`src/hdl/gop_pkg.sv`:
```
package gop_pkg;

  // Configuration register indexes.
  localparam int CFG_IDX_W = 3;
  localparam logic [CFG_IDX_W-1:0] CFG_START_PRICE   = 3'd0;
  localparam logic [CFG_IDX_W-1:0] CFG_STRIKE_PRICE  = 3'd1;
  localparam logic [CFG_IDX_W-1:0] CFG_BARRIER_LEVEL = 3'd2;
  localparam logic [CFG_IDX_W-1:0] CFG_LOG_DRIFT     = 3'd3;
  localparam logic [CFG_IDX_W-1:0] CFG_LOG_VOL       = 3'd4;
  localparam logic [CFG_IDX_W-1:0] CFG_SQRT_DT       = 3'd5;
  localparam logic [CFG_IDX_W-1:0] CFG_DISCOUNT      = 3'd6;
  localparam logic [CFG_IDX_W-1:0] CFG_OPTION_SETUP  = 3'd7;

  // Payoff kinds in option_setup[1:0].
  localparam logic [1:0] MODE_EURO  = 2'd0;
  localparam logic [1:0] MODE_ASIAN = 2'd1;
  localparam logic [1:0] MODE_UPOUT = 2'd2;
  localparam logic [1:0] MODE_ZERO  = 2'd3;

  localparam logic [30:0] LOG2E_Q30 = 31'd1549082005;
  localparam logic [29:0] LN2_Q30   = 30'd744261118;
  localparam logic [30:0] ONE_Q30   = 31'h4000_0000;
  localparam logic [40:0] CAP40     = 41'h100_0000_0000;
  localparam logic [47:0] SUM_MAX   = 48'hFFFF_FFFF_FFFF;
  localparam logic [3:0]  TAYLOR_TERMS = 4'd12;

  // Shared divider.
  localparam int DIV_W     = 64;
  localparam int DVSR_W    = 40;
  localparam int DIV_CNT_W = 7;

  typedef struct packed {
    logic              start;
    logic [DIV_W-1:0]  dividend;
    logic [DVSR_W-1:0] divisor;
  } div_req_t;

  typedef struct packed {
    logic             busy;
    logic             done;
    logic [DIV_W-1:0] quotient;
  } div_rsp_t;

  // floor(2^32 / k) for the series terms; the product with it is at most one low.
  function automatic logic [32:0] recip_k(input logic [3:0] k);
    logic [32:0] r;
    unique case (k)
      4'd1:    r = 33'd4294967296;
      4'd2:    r = 33'd2147483648;
      4'd3:    r = 33'd1431655765;
      4'd4:    r = 33'd1073741824;
      4'd5:    r = 33'd858993459;
      4'd6:    r = 33'd715827882;
      4'd7:    r = 33'd613566756;
      4'd8:    r = 33'd536870912;
      4'd9:    r = 33'd477218588;
      4'd10:   r = 33'd429496729;
      4'd11:   r = 33'd390451572;
      4'd12:   r = 33'd357913941;
      default: r = 33'd0;
    endcase
    return r;
  endfunction

endpackage

```
`src/hdl/gop_div.sv`:
```
module gop_div (
  input  logic              clk,
  input  logic              rst_n,
  input  gop_pkg::div_req_t req,
  output gop_pkg::div_rsp_t rsp
);
  import gop_pkg::*;

  logic                 busy_r;
  logic                 done_r;
  logic [DIV_CNT_W-1:0] cnt_r;
  logic [DVSR_W:0]      rem_r;
  logic [DIV_W-1:0]     quo_r;
  logic [DVSR_W-1:0]    dvsr_r;
  logic [DVSR_W:0]      rem_sh;
  logic                 ge;

  // Restoring division, one quotient bit per cycle; the dividend shifts out
  // of quo_r as the quotient shifts in.
  assign rem_sh = {rem_r[DVSR_W-1:0], quo_r[DIV_W-1]};
  assign ge     = rem_sh >= {1'b0, dvsr_r};

  always_ff @(posedge clk) begin
    if (!rst_n) begin
      busy_r <= 1'b0;
      done_r <= 1'b0;
      cnt_r  <= '0;
    end else begin
      done_r <= 1'b0;
      if (req.start) begin
        busy_r <= 1'b1;
        cnt_r  <= DIV_CNT_W'(DIV_W);
      end else if (busy_r) begin
        cnt_r <= cnt_r - 1'b1;
        if (cnt_r == DIV_CNT_W'(1)) begin
          busy_r <= 1'b0;
          done_r <= 1'b1;
        end
      end
    end
  end

  always_ff @(posedge clk) begin
    if (req.start) begin
      rem_r  <= '0;
      quo_r  <= req.dividend;
      dvsr_r <= req.divisor;
    end else if (busy_r) begin
      rem_r <= ge ? (rem_sh - {1'b0, dvsr_r}) : rem_sh;
      quo_r <= {quo_r[DIV_W-2:0], ge};
    end
  end

  assign rsp.busy     = busy_r;
  assign rsp.done     = done_r;
  assign rsp.quotient = quo_r;

endmodule

```
`config.mk`:
```
export PLATFORM = sky130hd
export DESIGN_NAME = gop_div
export DESIGN_NICKNAME = d
export VERILOG_FILES = /design/src/hdl/gop_pkg.sv /design/src/hdl/gop_div.sv
export SDC_FILE = /design/constraint.sdc
export NUM_CORES = 1
export LEC_CHECK = 0
export BUFFER_PORTS_ARGS = -buffer_cell sky130_fd_sc_hd__buf_2
export CAP_MARGIN = 10
export CORE_AREA = 2 2 118 142
export DETAILED_ROUTE_END_ITERATION = 16
export DIE_AREA = 0 0 120 144
export GPL_TIMING_DRIVEN = 1
export PLACE_DENSITY = 0.79
export SLEW_MARGIN = 20
export SYNTH_ARGS = -nofsm -noshare
export SYNTH_HDL_FRONTEND = slang
export SYNTH_SLANG_ARGS = --single-unit
export TNS_END_PERCENT = 10
```
`constraint.sdc`:
```
create_clock -name clk -period 3.75 [get_ports clk]
set_clock_uncertainty 0.05 [all_clocks]
set_input_delay 0.5625 -clock clk [delete_from_list [all_inputs] [get_ports clk]]
set_output_delay 0.5625 -clock clk [all_outputs]
set_load 0.03 [all_outputs]
```
Word-level counts from Yosys, hierarchy flattened
Index checks and enable logic that the tools add are counted.
{ "word_totals": {"register_bits": 153, "in_bits": 107, "out_inout_bits": 66, "word_cells": 25} }
{ "classes": {"addsub": 2, "order_cmp": 1, "n_eq_ne": 1, "muxes": 9, "bitwise_logic": 2, "n_reduce_logical": 3} }
{ "op_table": {"columns": ["cell", "n"], "rows": [
  ["two-way mux 64 bit", 2],
  [">= comparator 41 x 40 -> 1 bit", 1],
  ["two-way mux 40 bit", 1],
  ["subtractor 40 bit", 1],
  ["two-way mux 7 bit", 2],
  ["equality test 7 x 1 -> 1 bit (second input constant)", 1],
  ["subtractor 7 x 1 -> 7 bit (second input constant)", 1],
  ["two-way mux 1 bit", 4],
  ["OR reduction 3 bit", 1],
  ["NOT 1 bit", 2],
  ["nonzero test 2 bit", 1],
  ["OR reduction 2 bit", 1]
]} }

Longest topological paths before layout
Gate-level depths: netlist of run 1.
{ "logic_depth": {"ltp_word": 4, "mapped_depth": 13, "depth_no_buf": 12} }

Worst setup path before layout of run 1
Ideal clock, no wire load.
{ "synth_timing": {"kind": "register -> register", "startpoint": "reg quo_r[63]", "endpoint": "reg rem_r[31]", "setup_time_ns": 0.079, "arrival_time_ns": 2.832, "required_time_ns": 3.621, "setup_slack_ns": 0.789, "path_stages_with_launch": 12, "path_buffers": 0, "period_less_slack_ns": 2.961, "cell_sequence": "edfxtp_1 > inv_1 > ha_1 > nor2b_1 > o2111ai_1 > a21boi_2 > a221o_1 > o311ai_2 > nand2_2 > and3_1 > or4b_4 > a211oi_2"} }
{ "synth_via": {"elab_chain_len": 2, "elab_cells_between_ends": 3, "cone_classes": "add/sub: 1; order compare: 1; mux: 1"} }
{ "synth_lines": {"columns": ["element", "line", "rtl"], "rows": [
  ["from (decl)", "gop_div.sv:13", "logic [DIV_W-1:0] quo_r;"],
  ["from (signal assigned)", "gop_div.sv:46", "quo_r <= req.dividend;"],
  ["from (signal assigned)", "gop_div.sv:50", "quo_r <= {quo_r[DIV_W-2:0], ge};"],
  ["subtractor 40 bit / >= comparator 41 x 40 -> 1 bit (equally long branches)", "gop_div.sv:49, gop_div.sv:21", null],
  ["two-way mux 40 bit *", "gop_div.sv:49", "rem_r <= ge ? (rem_sh - {1'b0, dvsr_r}) : rem_sh;"],
  ["to (signal assigned)", "gop_div.sv:49", null],
  ["to (decl)", "gop_div.sv:12", "logic [DVSR_W:0] rem_r;"]
]} }
Mark *: on every way between the ends. The rest lies on a longest branch, timed or not.
A chain may end at the register's enable or synchronous reset.

Worst setup path in the final report of run 1
{ "layout_timing": {"startpoint": "reg dvsr_r[7]", "endpoint": "reg rem_r[31]"} }
{ "layout_via": {"elab_chain_len": 2, "elab_cells_between_ends": 3, "cone_classes": "add/sub: 1; order compare: 1; mux: 1"} }
{ "layout_lines": {"columns": ["element", "line", "rtl"], "rows": [
  ["from (decl)", "gop_div.sv:14", "logic [DVSR_W-1:0] dvsr_r;"],
  ["from (signal assigned)", "gop_div.sv:47", "dvsr_r <= req.divisor;"],
  ["subtractor 40 bit / >= comparator 41 x 40 -> 1 bit (equally long branches)", "gop_div.sv:49, gop_div.sv:21", null],
  ["two-way mux 40 bit *", "gop_div.sv:49", null]
]} }
Marked as above.

==> results of run 1 <==
[how the worst max path moves through the flow]
stage,startpoint,to,slack [ps],cells past startpoint
after CTS,dvsr_r[1],rem_r[31],300,11
after detailed placement,dvsr_r[1],rem_r[31],310,11
after global routing,dvsr_r[4],rem_r[23],60,11
final,dvsr_r[7],rem_r[31],300,11
after global placement,dvsr_r[1],rem_r[18],360,11
after floorplan,quo_r[63],rem_r[31],790,11
[report_power, final]
group | switching, uW | internal [uW]
clock network | 806 | 970
logic | 761 | 493
registers | 85.6 | 1980
total | 1650 | 3450
[layout make-up]
| cell class | count | area share (%) |
|---|---|---|
| well taps | 212 | 2.58 |
| multi-input cells | 572 | 39.7 |
| clock inverters | 15 | 1.97 |
| flip-flops and latches | 153 | 40.0 |
| clock buffers | 17 | 4.14 |
| inverters | 55 | 2.01 |
| repair buffers | 184 | 9.57 |
[worst register-to-register path, stage by stage (launching register included)]
cell      delay [ps]
edfxtp_1         320
inv_1             40
ha_1             380
nand2_1           80
o21ai_0          300
and3_1           230
o311ai_1         120
a31oi_1          550
o21ai_4          260
buf_4            290
or4b_4           570
a211oi_2         180
[cell usage in the layout (no fill, tap or decap), types with 4 or more instances in the layout]
master	synthesis	routed
mux2i_1	15	15
clkbuf_16	0	17
nand2_1	42	42
xnor2_1	22	22
nor4_1	4	4
clkinv_8	0	5
mux2_2	63	63
nor2b_1	9	9
nand2b_1	10	10
a21oi_1	67	67
nor2_1	91	91
inv_1	54	53
o21ai_0	26	26
a211oi_1	36	36
nand4_1	12	12
nand3_1	9	9
nand4b_1	4	4
buf_4	4	10
and3_1	4	4
a21o_1	13	13
dfxtp_1	49	48
edfxtp_1	104	104
buf_2	5	171
nor3_1	13	13
inv_8	0	5
xor2_1	13	13
or2_2	4	4
o21bai_1	10	10
ha_1	42	42
[layer usage]
layer	global-route usage [%]	share of wire [%]
met1	27.2	40
met2	40.5	50
met3	7.77	7.7
met4	10.5	2.6
met5	0	0.054
[per-stage QoR]
step / hold WS [ps] / instance area (um2)
after global routing: 239 / 10300
after CTS: 231 / 10300
after floorplan: 408 / 8590
after detailed placement: 446 / 9640
final: 252 / 10300
after global placement: 428 / 9640
[logic make-up after synthesis]
group	count (synthesis)	synth area share (%)
xor+xnor	35	3.57
compound gates	198	15.3
flops	153	47.8
fa+ha+maj	43	6.35
mux	79	10.1
buf+inv	103	4.75
simple gates	217	12.1
[state kept, by name, summed over array words and instances (netlist names)]
signal,cells
done_r,1
cnt_r,7
quo_r,64
dvsr_r,40
rem_r,40
busy_r,1
==> results.yml, run 1 <==
outcome:
  status: "complete, no violations"
yosys:
  syn_inst: 828
  synthArstFlopShare_pct: 0
  synth_edf_count: 104
  yosysMostFrequentCell: "edfxtp_1"
  syn_nets: 978
  synth_top_area_cell: "edfxtp_1"
  synth_area_um2: 8590
  synth_seq_area_share_pct: 47.8
  synth_common_cells: "edfxtp_1, nor2_1, a21oi_1, mux2_2, inv_1"
  ys.flop_type: "edfxtp_1"
  synth_area_leaders: "edfxtp_1, dfxtp_1, mux2_2"
  yosysUniqueCellTypes: 71
  avgSynthCellArea_um2: 10.4
  yosys_warnings: 0
  ys_ff_latch: 153
  synth_top_area_share_pct: 36.4
global_routing:
  grt-ovfl-total: 0
  grt_max_degree: 79
  antenna_found_initial: 1
  grt.total_usage_pct: 23.7
  grt_pass1_wl_um: 32300
  grt_pass1_vias: 6734
routing:
  vias: 6813
  drt-initial-drc-count: 308
  viasPerCell: 5.64
  drt-pass1-iter-count: 5
  wl_um: 20200
  drc: 0
  ant_nets: 0
  wl_per_cell_um: 16.7
final_layout:
  diodes: 0
  seq_area_um2: 4110
  area_growth_pct: 19.6
  multi_input_area_um2: 4080
  drive_gt1_share_pct: 29.8
  finalNonFillerCells: 1208
  fin_nets: 1133
  fin_util_pct: 64.1
  fillers: 1301
worst_setup_path:
  path_buf_inv: 2
  r2r_start: "dvsr_r[7]"
  max_stage_delay_ps: 560
  cpMaxStageDelayCell: "or4b_4"
  crit_arrival_ps: 3760
  r2r_cells: 11
  path_max_fanout: 21
  required_ps: 4060
  cp_top_family: "compound AO/OA/AOI/OAI gates"
  cp_cell_sequence: "inv_1, ha_1, nand2_1, o21ai_0, and3_1, o311ai_1, a31oi_1, o21ai_4, buf_4, or4b_4, a211oi_2"
  r2r_setup_slack_ps: 300
  r2r-end: "rem_r[31]"
  cp-start-kind: "flop"
  crit_path_end_kind: "flop"
  critPathKind: "flop to flop"
die:
  initial_core_util_pct: 53.6
  die_area_um2: 17300
  core_um2: 16000
  pin_count: 173
  die_y_um: 144
  rows: 51
  die_w_um: 120
clock_tree:
  cts_tree: "built"
  ctsHoldBuffers: 0
  post_cts_buffers: 0
  path_clk_slew_ps: 70
  cts_sinks: 153
  cts_max_level: 4
  cts_resized: 0
  clkLatencyLatePin_ps: 430
  cts-root-buf: "clkbuf_16"
  clk_path_buf_depth: 2
  cts_buffers: 17
place:
  dp.cells: 1176
  dpl_worst_slack_ps: 310
  gp_congestion: 0.921
  dp_hpwl_um: 14600
  io_buffers: 172
power:
  vdd_drop_max_uv: 349
  cellLeakagePower_uw: 0.00442
  power_uw: 5100
  power_density_nw_per_um2: 497
timing:
  relSlewSlack_pct: 46.7
  layout_setup_ws_ps: 303
  finalCriticalPeriod_ps: 3450
  layout_worst_path_cycle_share_pct: 91.9
  tns_ps: 0
  tightestPinTransition_ps: 799
  rsz0062_at_grt: "false"
  report.final.setup_viol: 0
  slew_viol_final: 0
  clock.fmax_mhz: 290
  hold_viol: 0
job:
  drv_cap: 0
min_path:
  holdPathStages: 1
  min_path_type: "primary input to flop"
  hold_start: "req[7]"
  hold_end: "dvsr_r[7]"
Note: power is estimated with default switching activity, not from simulation.
==> inputs of run 2 (changes only) <==
--- a/config.mk
+++ b/config.mk
@@ -6,12 +6,14 @@
 export NUM_CORES = 1
 export LEC_CHECK = 0
 export BUFFER_PORTS_ARGS = -buffer_cell sky130_fd_sc_hd__buf_2
-export CAP_MARGIN = 10
+export CAP_MARGIN = 20
 export CORE_AREA = 2 2 118 142
+export CTS_CLUSTER_SIZE = 12
 export DETAILED_ROUTE_END_ITERATION = 16
 export DIE_AREA = 0 0 120 144
 export GPL_TIMING_DRIVEN = 1
 export PLACE_DENSITY = 0.79
+export REMOVE_ABC_BUFFERS = 1
 export SLEW_MARGIN = 20
 export SYNTH_ARGS = -nofsm -noshare
 export SYNTH_HDL_FRONTEND = slang
==> run 2 against run 1 <==
Total power increased by 0.67%. Cell count shrank 0.41%. Non-clock buffer count down 5. Critical path depth did not move. Clock power barely moved. Count of clock-buffer cells in the layout unchanged. Via count up 0.75%. Register-to-register slack barely moved. Hold slack improved by 1.7 ps. Critical path type unchanged. Largest power group unchanged.
==> results.yml, run 2 (synthesis results as in run 1) <==
timing:
  rsz0062_at_grt: "false"
  finalCriticalPeriod_ps: 3440
  layout_worst_path_cycle_share_pct: 91.8
  report.final.setup_viol: 0
  layout_setup_ws_ps: 307
  slew_viol_final: 0
  hold_ws_ps: 254
  clock.fmax_mhz: 290
  relSlewSlack_pct: 47.8
  hold_viol: 0
  tns_ps: 0
  tightestPinTransition_ps: 763
power:
  power_density_nw_per_um2: 502
  power_uw: 5130
  vdd_drop_max_uv: 369
  cellLeakagePower_uw: 0.00439
place:
  dpl_worst_slack_ps: 340
  gp_congestion: 0.913
  io_buffers: 172
  dp_hpwl_um: 15100
routing:
  drt-pass1-iter-count: 5
  wl_um: 20500
  viasPerCell: 5.71
  drc: 0
  ant_nets: 0
  drt-initial-drc-count: 368
  wl_per_cell_um: 17.0
  vias: 6864
die:
  rows: 51
  die_w_um: 120
  initial_core_util_pct: 53.6
  die_area_um2: 17300
  pin_count: 173
  die_y_um: 144
  core_um2: 16000
clock_tree:
  path_clk_slew_ps: 70
  cts_max_level: 4
  cts_buffers: 17
  post_cts_buffers: 0
  clk_path_buf_depth: 2
  cts_resized: 0
  cts_sinks: 153
  cts_tree: "built"
  clkLatencyLatePin_ps: 430
  ctsHoldBuffers: 0
  cts-root-buf: "clkbuf_16"
worst_setup_path:
  cp_cell_sequence: "inv_1, ha_1, nor2b_1, o2111ai_1, a21oi_1, o311ai_1, a31oi_1, o21ai_4, buf_12, a21oi_1, a211oi_1"
  crit_top_cell: "a21oi_1"
  crit_arrival_ps: 3720
  cpMaxStageDelayCell: "o21ai_4"
  critPathKind: "flop to flop"
  path_buf_inv: 2
  cp-start-kind: "flop"
  cp_top_family: "compound AO/OA/AOI/OAI gates"
  path_max_fanout: 38
  required_ps: 4030
  max_stage_delay_ps: 600
  crit_path_end_kind: "flop"
outcome:
  status: "complete, no violations"
min_path:
  min_path_type: "primary input to flop"
final_layout:
  largest_register_ffs: 64
  largest_register: "quo_r"
  fin_util_pct: 63.9
  diodes: 0
  area_growth_pct: 19.1
  final_common_cell: "buf_2"
  layout_common_cells: "buf_2, edfxtp_1, nor2_1, a21oi_1, mux2_2"
  drive_gt1_share_pct: 29.3
  reg_top3: "quo_r (64), dvsr_r (40), rem_r (40)"
  fin_nets: 1128
global_routing:
  grt_pass1_wl_um: 32600
  grt.total_usage_pct: 23.9
  grt-ovfl-total: 0
  grt_max_degree: 48
  grt_pass1_vias: 6835
  antenna_found_initial: 0
job:
  drv_cap: 0
## run 2: cell types whose count changed in the layout (fill, tap and decap cells not counted), sizes merged
cell,before,now
buf,184,179
bufinv,1,3
clkinv,7,5
clkinvlp,0,1
inv,62,61
## run 2: worst register-to-register path, cell delays in order, from the launching register on
cell	delay, ps
edfxtp_1	430
inv_1	80
ha_1	230
nor2b_1	150
o2111ai_1	300
a21oi_1	140
o311ai_1	420
a31oi_1	300
o21ai_4	610
buf_12	280
a21oi_1	100
a211oi_1	270
## run 2: final cells by class
cell class / count / area [um2]
Inverter: 55 / 206
Multi-Input combinational cell: 572 / 4080
Clock buffer: 17 / 425
Clock inverter: 15 / 189
Fill cell: 1317 / 5790
Sequential cell: 153 / 4110
Tap cell: 212 / 265
Timing Repair Buffer: 179 / 957
## run 2: metal layers
metal / GRT usage [%] / share of wire, %
met3: 7.26 / 7.7
met1: 28.4 / 41
met5: 0 / 0
met2: 41.1 / 49
met4: 8.54 / 2.2
## run 2: power breakdown
| group | total, uW | leakage, uW | switching, uW | internal, uW |
|---|---|---|---|---|
| Clock | 1810 | 0.000298 | 747 | 1060 |
| Sequential | 2090 | 0.00144 | 103 | 1980 |
| Combinational | 1230 | 0.00265 | 745 | 489 |
| Total | 5130 | 0.00439 | 1600 | 3540 |
## run 2: stage by stage
stage / instances / instance area [um2]
finish: 1203 / 10200
global route: 1203 / 10200
CTS: 1203 / 10200
detailed placement: 1171 / 9620
global placement: 1171 / 9620
floorplan: 780 / 8380
## run 2: final timing paths
path	from	end	slack, ps	cells after the start
worst max-delay path	dvsr_r[1]	rem_r[3]	310	11
worst min-delay path	req[11]	dvsr_r[11]	250	1
worst max register to register	dvsr_r[1]	rem_r[3]	310	11
worst min register to register	rem_r[12]	rem_r[12]	450	2
==> inputs of run 3 (changes only) <==
--- a/config.mk
+++ b/config.mk
@@ -5,14 +5,14 @@
 export SDC_FILE = /design/constraint.sdc
 export NUM_CORES = 1
 export LEC_CHECK = 0
-export BUFFER_PORTS_ARGS = -buffer_cell sky130_fd_sc_hd__buf_2
 export CAP_MARGIN = 20
 export CORE_AREA = 2 2 118 142
 export CTS_CLUSTER_SIZE = 12
 export DETAILED_ROUTE_END_ITERATION = 16
 export DIE_AREA = 0 0 120 144
+export DONT_BUFFER_PORTS = 1
 export GPL_TIMING_DRIVEN = 1
-export PLACE_DENSITY = 0.79
+export PLACE_DENSITY = 0.69
 export REMOVE_ABC_BUFFERS = 1
 export SLEW_MARGIN = 20
 export SYNTH_ARGS = -nofsm -noshare
==> run 3 against run 2 <==
Hold slack got worse by 80 ps. Cell count fell by 14%. Maximum frequency grew 2.5%. Cell area shrank 7.6%. Via count down 10%. Die area stayed put. Setup slack better by 84 ps. Largest cell class unchanged. Largest power group unchanged.
==> results.yml, run 3 (synthesis results as in run 1) <==
worst_setup_path:
  crit_path_end_kind: "flop"
  cp_top_family: "compound AO/OA/AOI/OAI gates"
  path_max_fanout: 4
  path_buf_inv: 1
  cpMaxStageDelayCell: "or4b_4"
  crit_arrival_ps: 3650
  required_ps: 4040
  cp_cell_sequence: "inv_1, ha_1, nor2b_1, o2111ai_1, a21boi_2, a221o_1, o311ai_2, nand2_2, and3_1, or4b_4, a211oi_2"
  cp-start-kind: "flop"
  max_stage_delay_ps: 480
  critPathKind: "flop to flop"
final_layout:
  largest_register_ffs: 64
  fillers: 1371
  fin_nets: 964
  diodes: 0
  drive_gt1_share_pct: 15.5
  area_growth_pct: 10.1
  reg_top3: "quo_r (64), dvsr_r (40), rem_r (40)"
  fin_util_pct: 59.0
  finalNonFillerCells: 1039
  layout_common_cells: "edfxtp_1, nor2_1, a21oi_1, mux2_2, inv_1"
  fin_area_um2: 9450
  final_common_cell: "edfxtp_1"
  largest_register: "quo_r"
clock_tree:
  cts_buffers: 17
  cts-root-buf: "clkbuf_16"
  path_clk_slew_ps: 70
  cts_sinks: 153
  clk_path_buf_depth: 2
  ctsHoldBuffers: 0
  cts_tree: "built"
  cts_max_level: 4
  clkLatencyLatePin_ps: 430
timing:
  finalCriticalPeriod_ps: 3360
  relSlewSlack_pct: 42.7
  rsz0062_at_grt: "false"
  tightestPinTransition_ps: 859
  clock.fmax_mhz: 298
  hold_viol: 0
  report.final.setup_viol: 0
  layout_worst_path_cycle_share_pct: 89.6
  layout_setup_ws_ps: 391
  slew_viol_final: 0
routing:
  wl_per_cell_um: 18.8
  drt-initial-drc-count: 404
  viasPerCell: 5.92
  drc: 0
  vias: 6150
  drt-pass1-iter-count: 5
  ant_nets: 0
  wl_um: 19500
power:
  power_uw: 5100
  cellLeakagePower_uw: 0.00376
  power_density_nw_per_um2: 540
  vdd_drop_max_uv: 335
global_routing:
  grt_pass1_wl_um: 31500
  grt.total_usage_pct: 23.0
  grt-ovfl-total: 0
  grt_pass1_vias: 6247
  antenna_found_initial: 0
  grt_max_degree: 151
place:
  dp_hpwl_um: 13900
  io_buffers: 0
  dpl_worst_slack_ps: 257
  place_area_um2: 8770
  gp_congestion: 0.956
  dp.cells: 1003
die:
  pin_count: 173
  die_y_um: 144
  rows: 51
  core_um2: 16000
  die_w_um: 120
  die_area_um2: 17300
  initial_core_util_pct: 53.6
min_path:
  min_path_type: "primary input to flop"
outcome:
  status: "complete, no violations"
job:
  drv_cap: 0
-- run 3: final timing paths --
path,slack [ps],endpoint,start,cells past startpoint
max,390,rem_r[31],dvsr_r[1],11
min,170,dvsr_r[11],req[11],0
max reg2reg,390,rem_r[31],dvsr_r[1],11
min reg2reg,440,rem_r[1],rem_r[1],2
-- run 3: power breakdown --
group | switching [uW] | total (uW) | internal (uW)
Sequential | 250 | 2240 | 1990
Combinational | 541 | 957 | 417
Clock | 757 | 1900 | 1150
-- run 3: routing by layer --
layer | wire length, um | track usage (%)
met1 | 7690 | 26.3
met2 | 9980 | 40.5
met3 | 1540 | 8.28
met4 | 277 | 6.93
met5 | 0 | 0
-- run 3: through the flow --
stage	hold slack (ps)	TNS, ps
4_1_cts	147	0
2_1_floorplan	403	-10980
3_5_place_dp	426	0
5_1_grt	147	0
6_report	174	0
3_3_place_gp	423	0
-- run 3: final cells by class --
| type | count | area [um2] | share of cell area (%) |
|---|---|---|---|
| clock buffer | 17 | 425 | 4.50 |
| clock inverter | 15 | 231 | 2.45 |
| inverter | 55 | 206 | 2.18 |
| multi-input combinational | 572 | 4080 | 43.2 |
| sequential | 153 | 4110 | 43.4 |
| tap | 212 | 265 | 2.81 |
| timing repair buffer | 15 | 138 | 1.46 |
-- run 3: what timing repair did --
| action | 4_1_cts | 5_1_grt |
|---|---|---|
| setup endpoints to repair | 0 | 9 |
| buffers inserted | 0 | 4 |
| gates resized for setup | 0 | 0 |
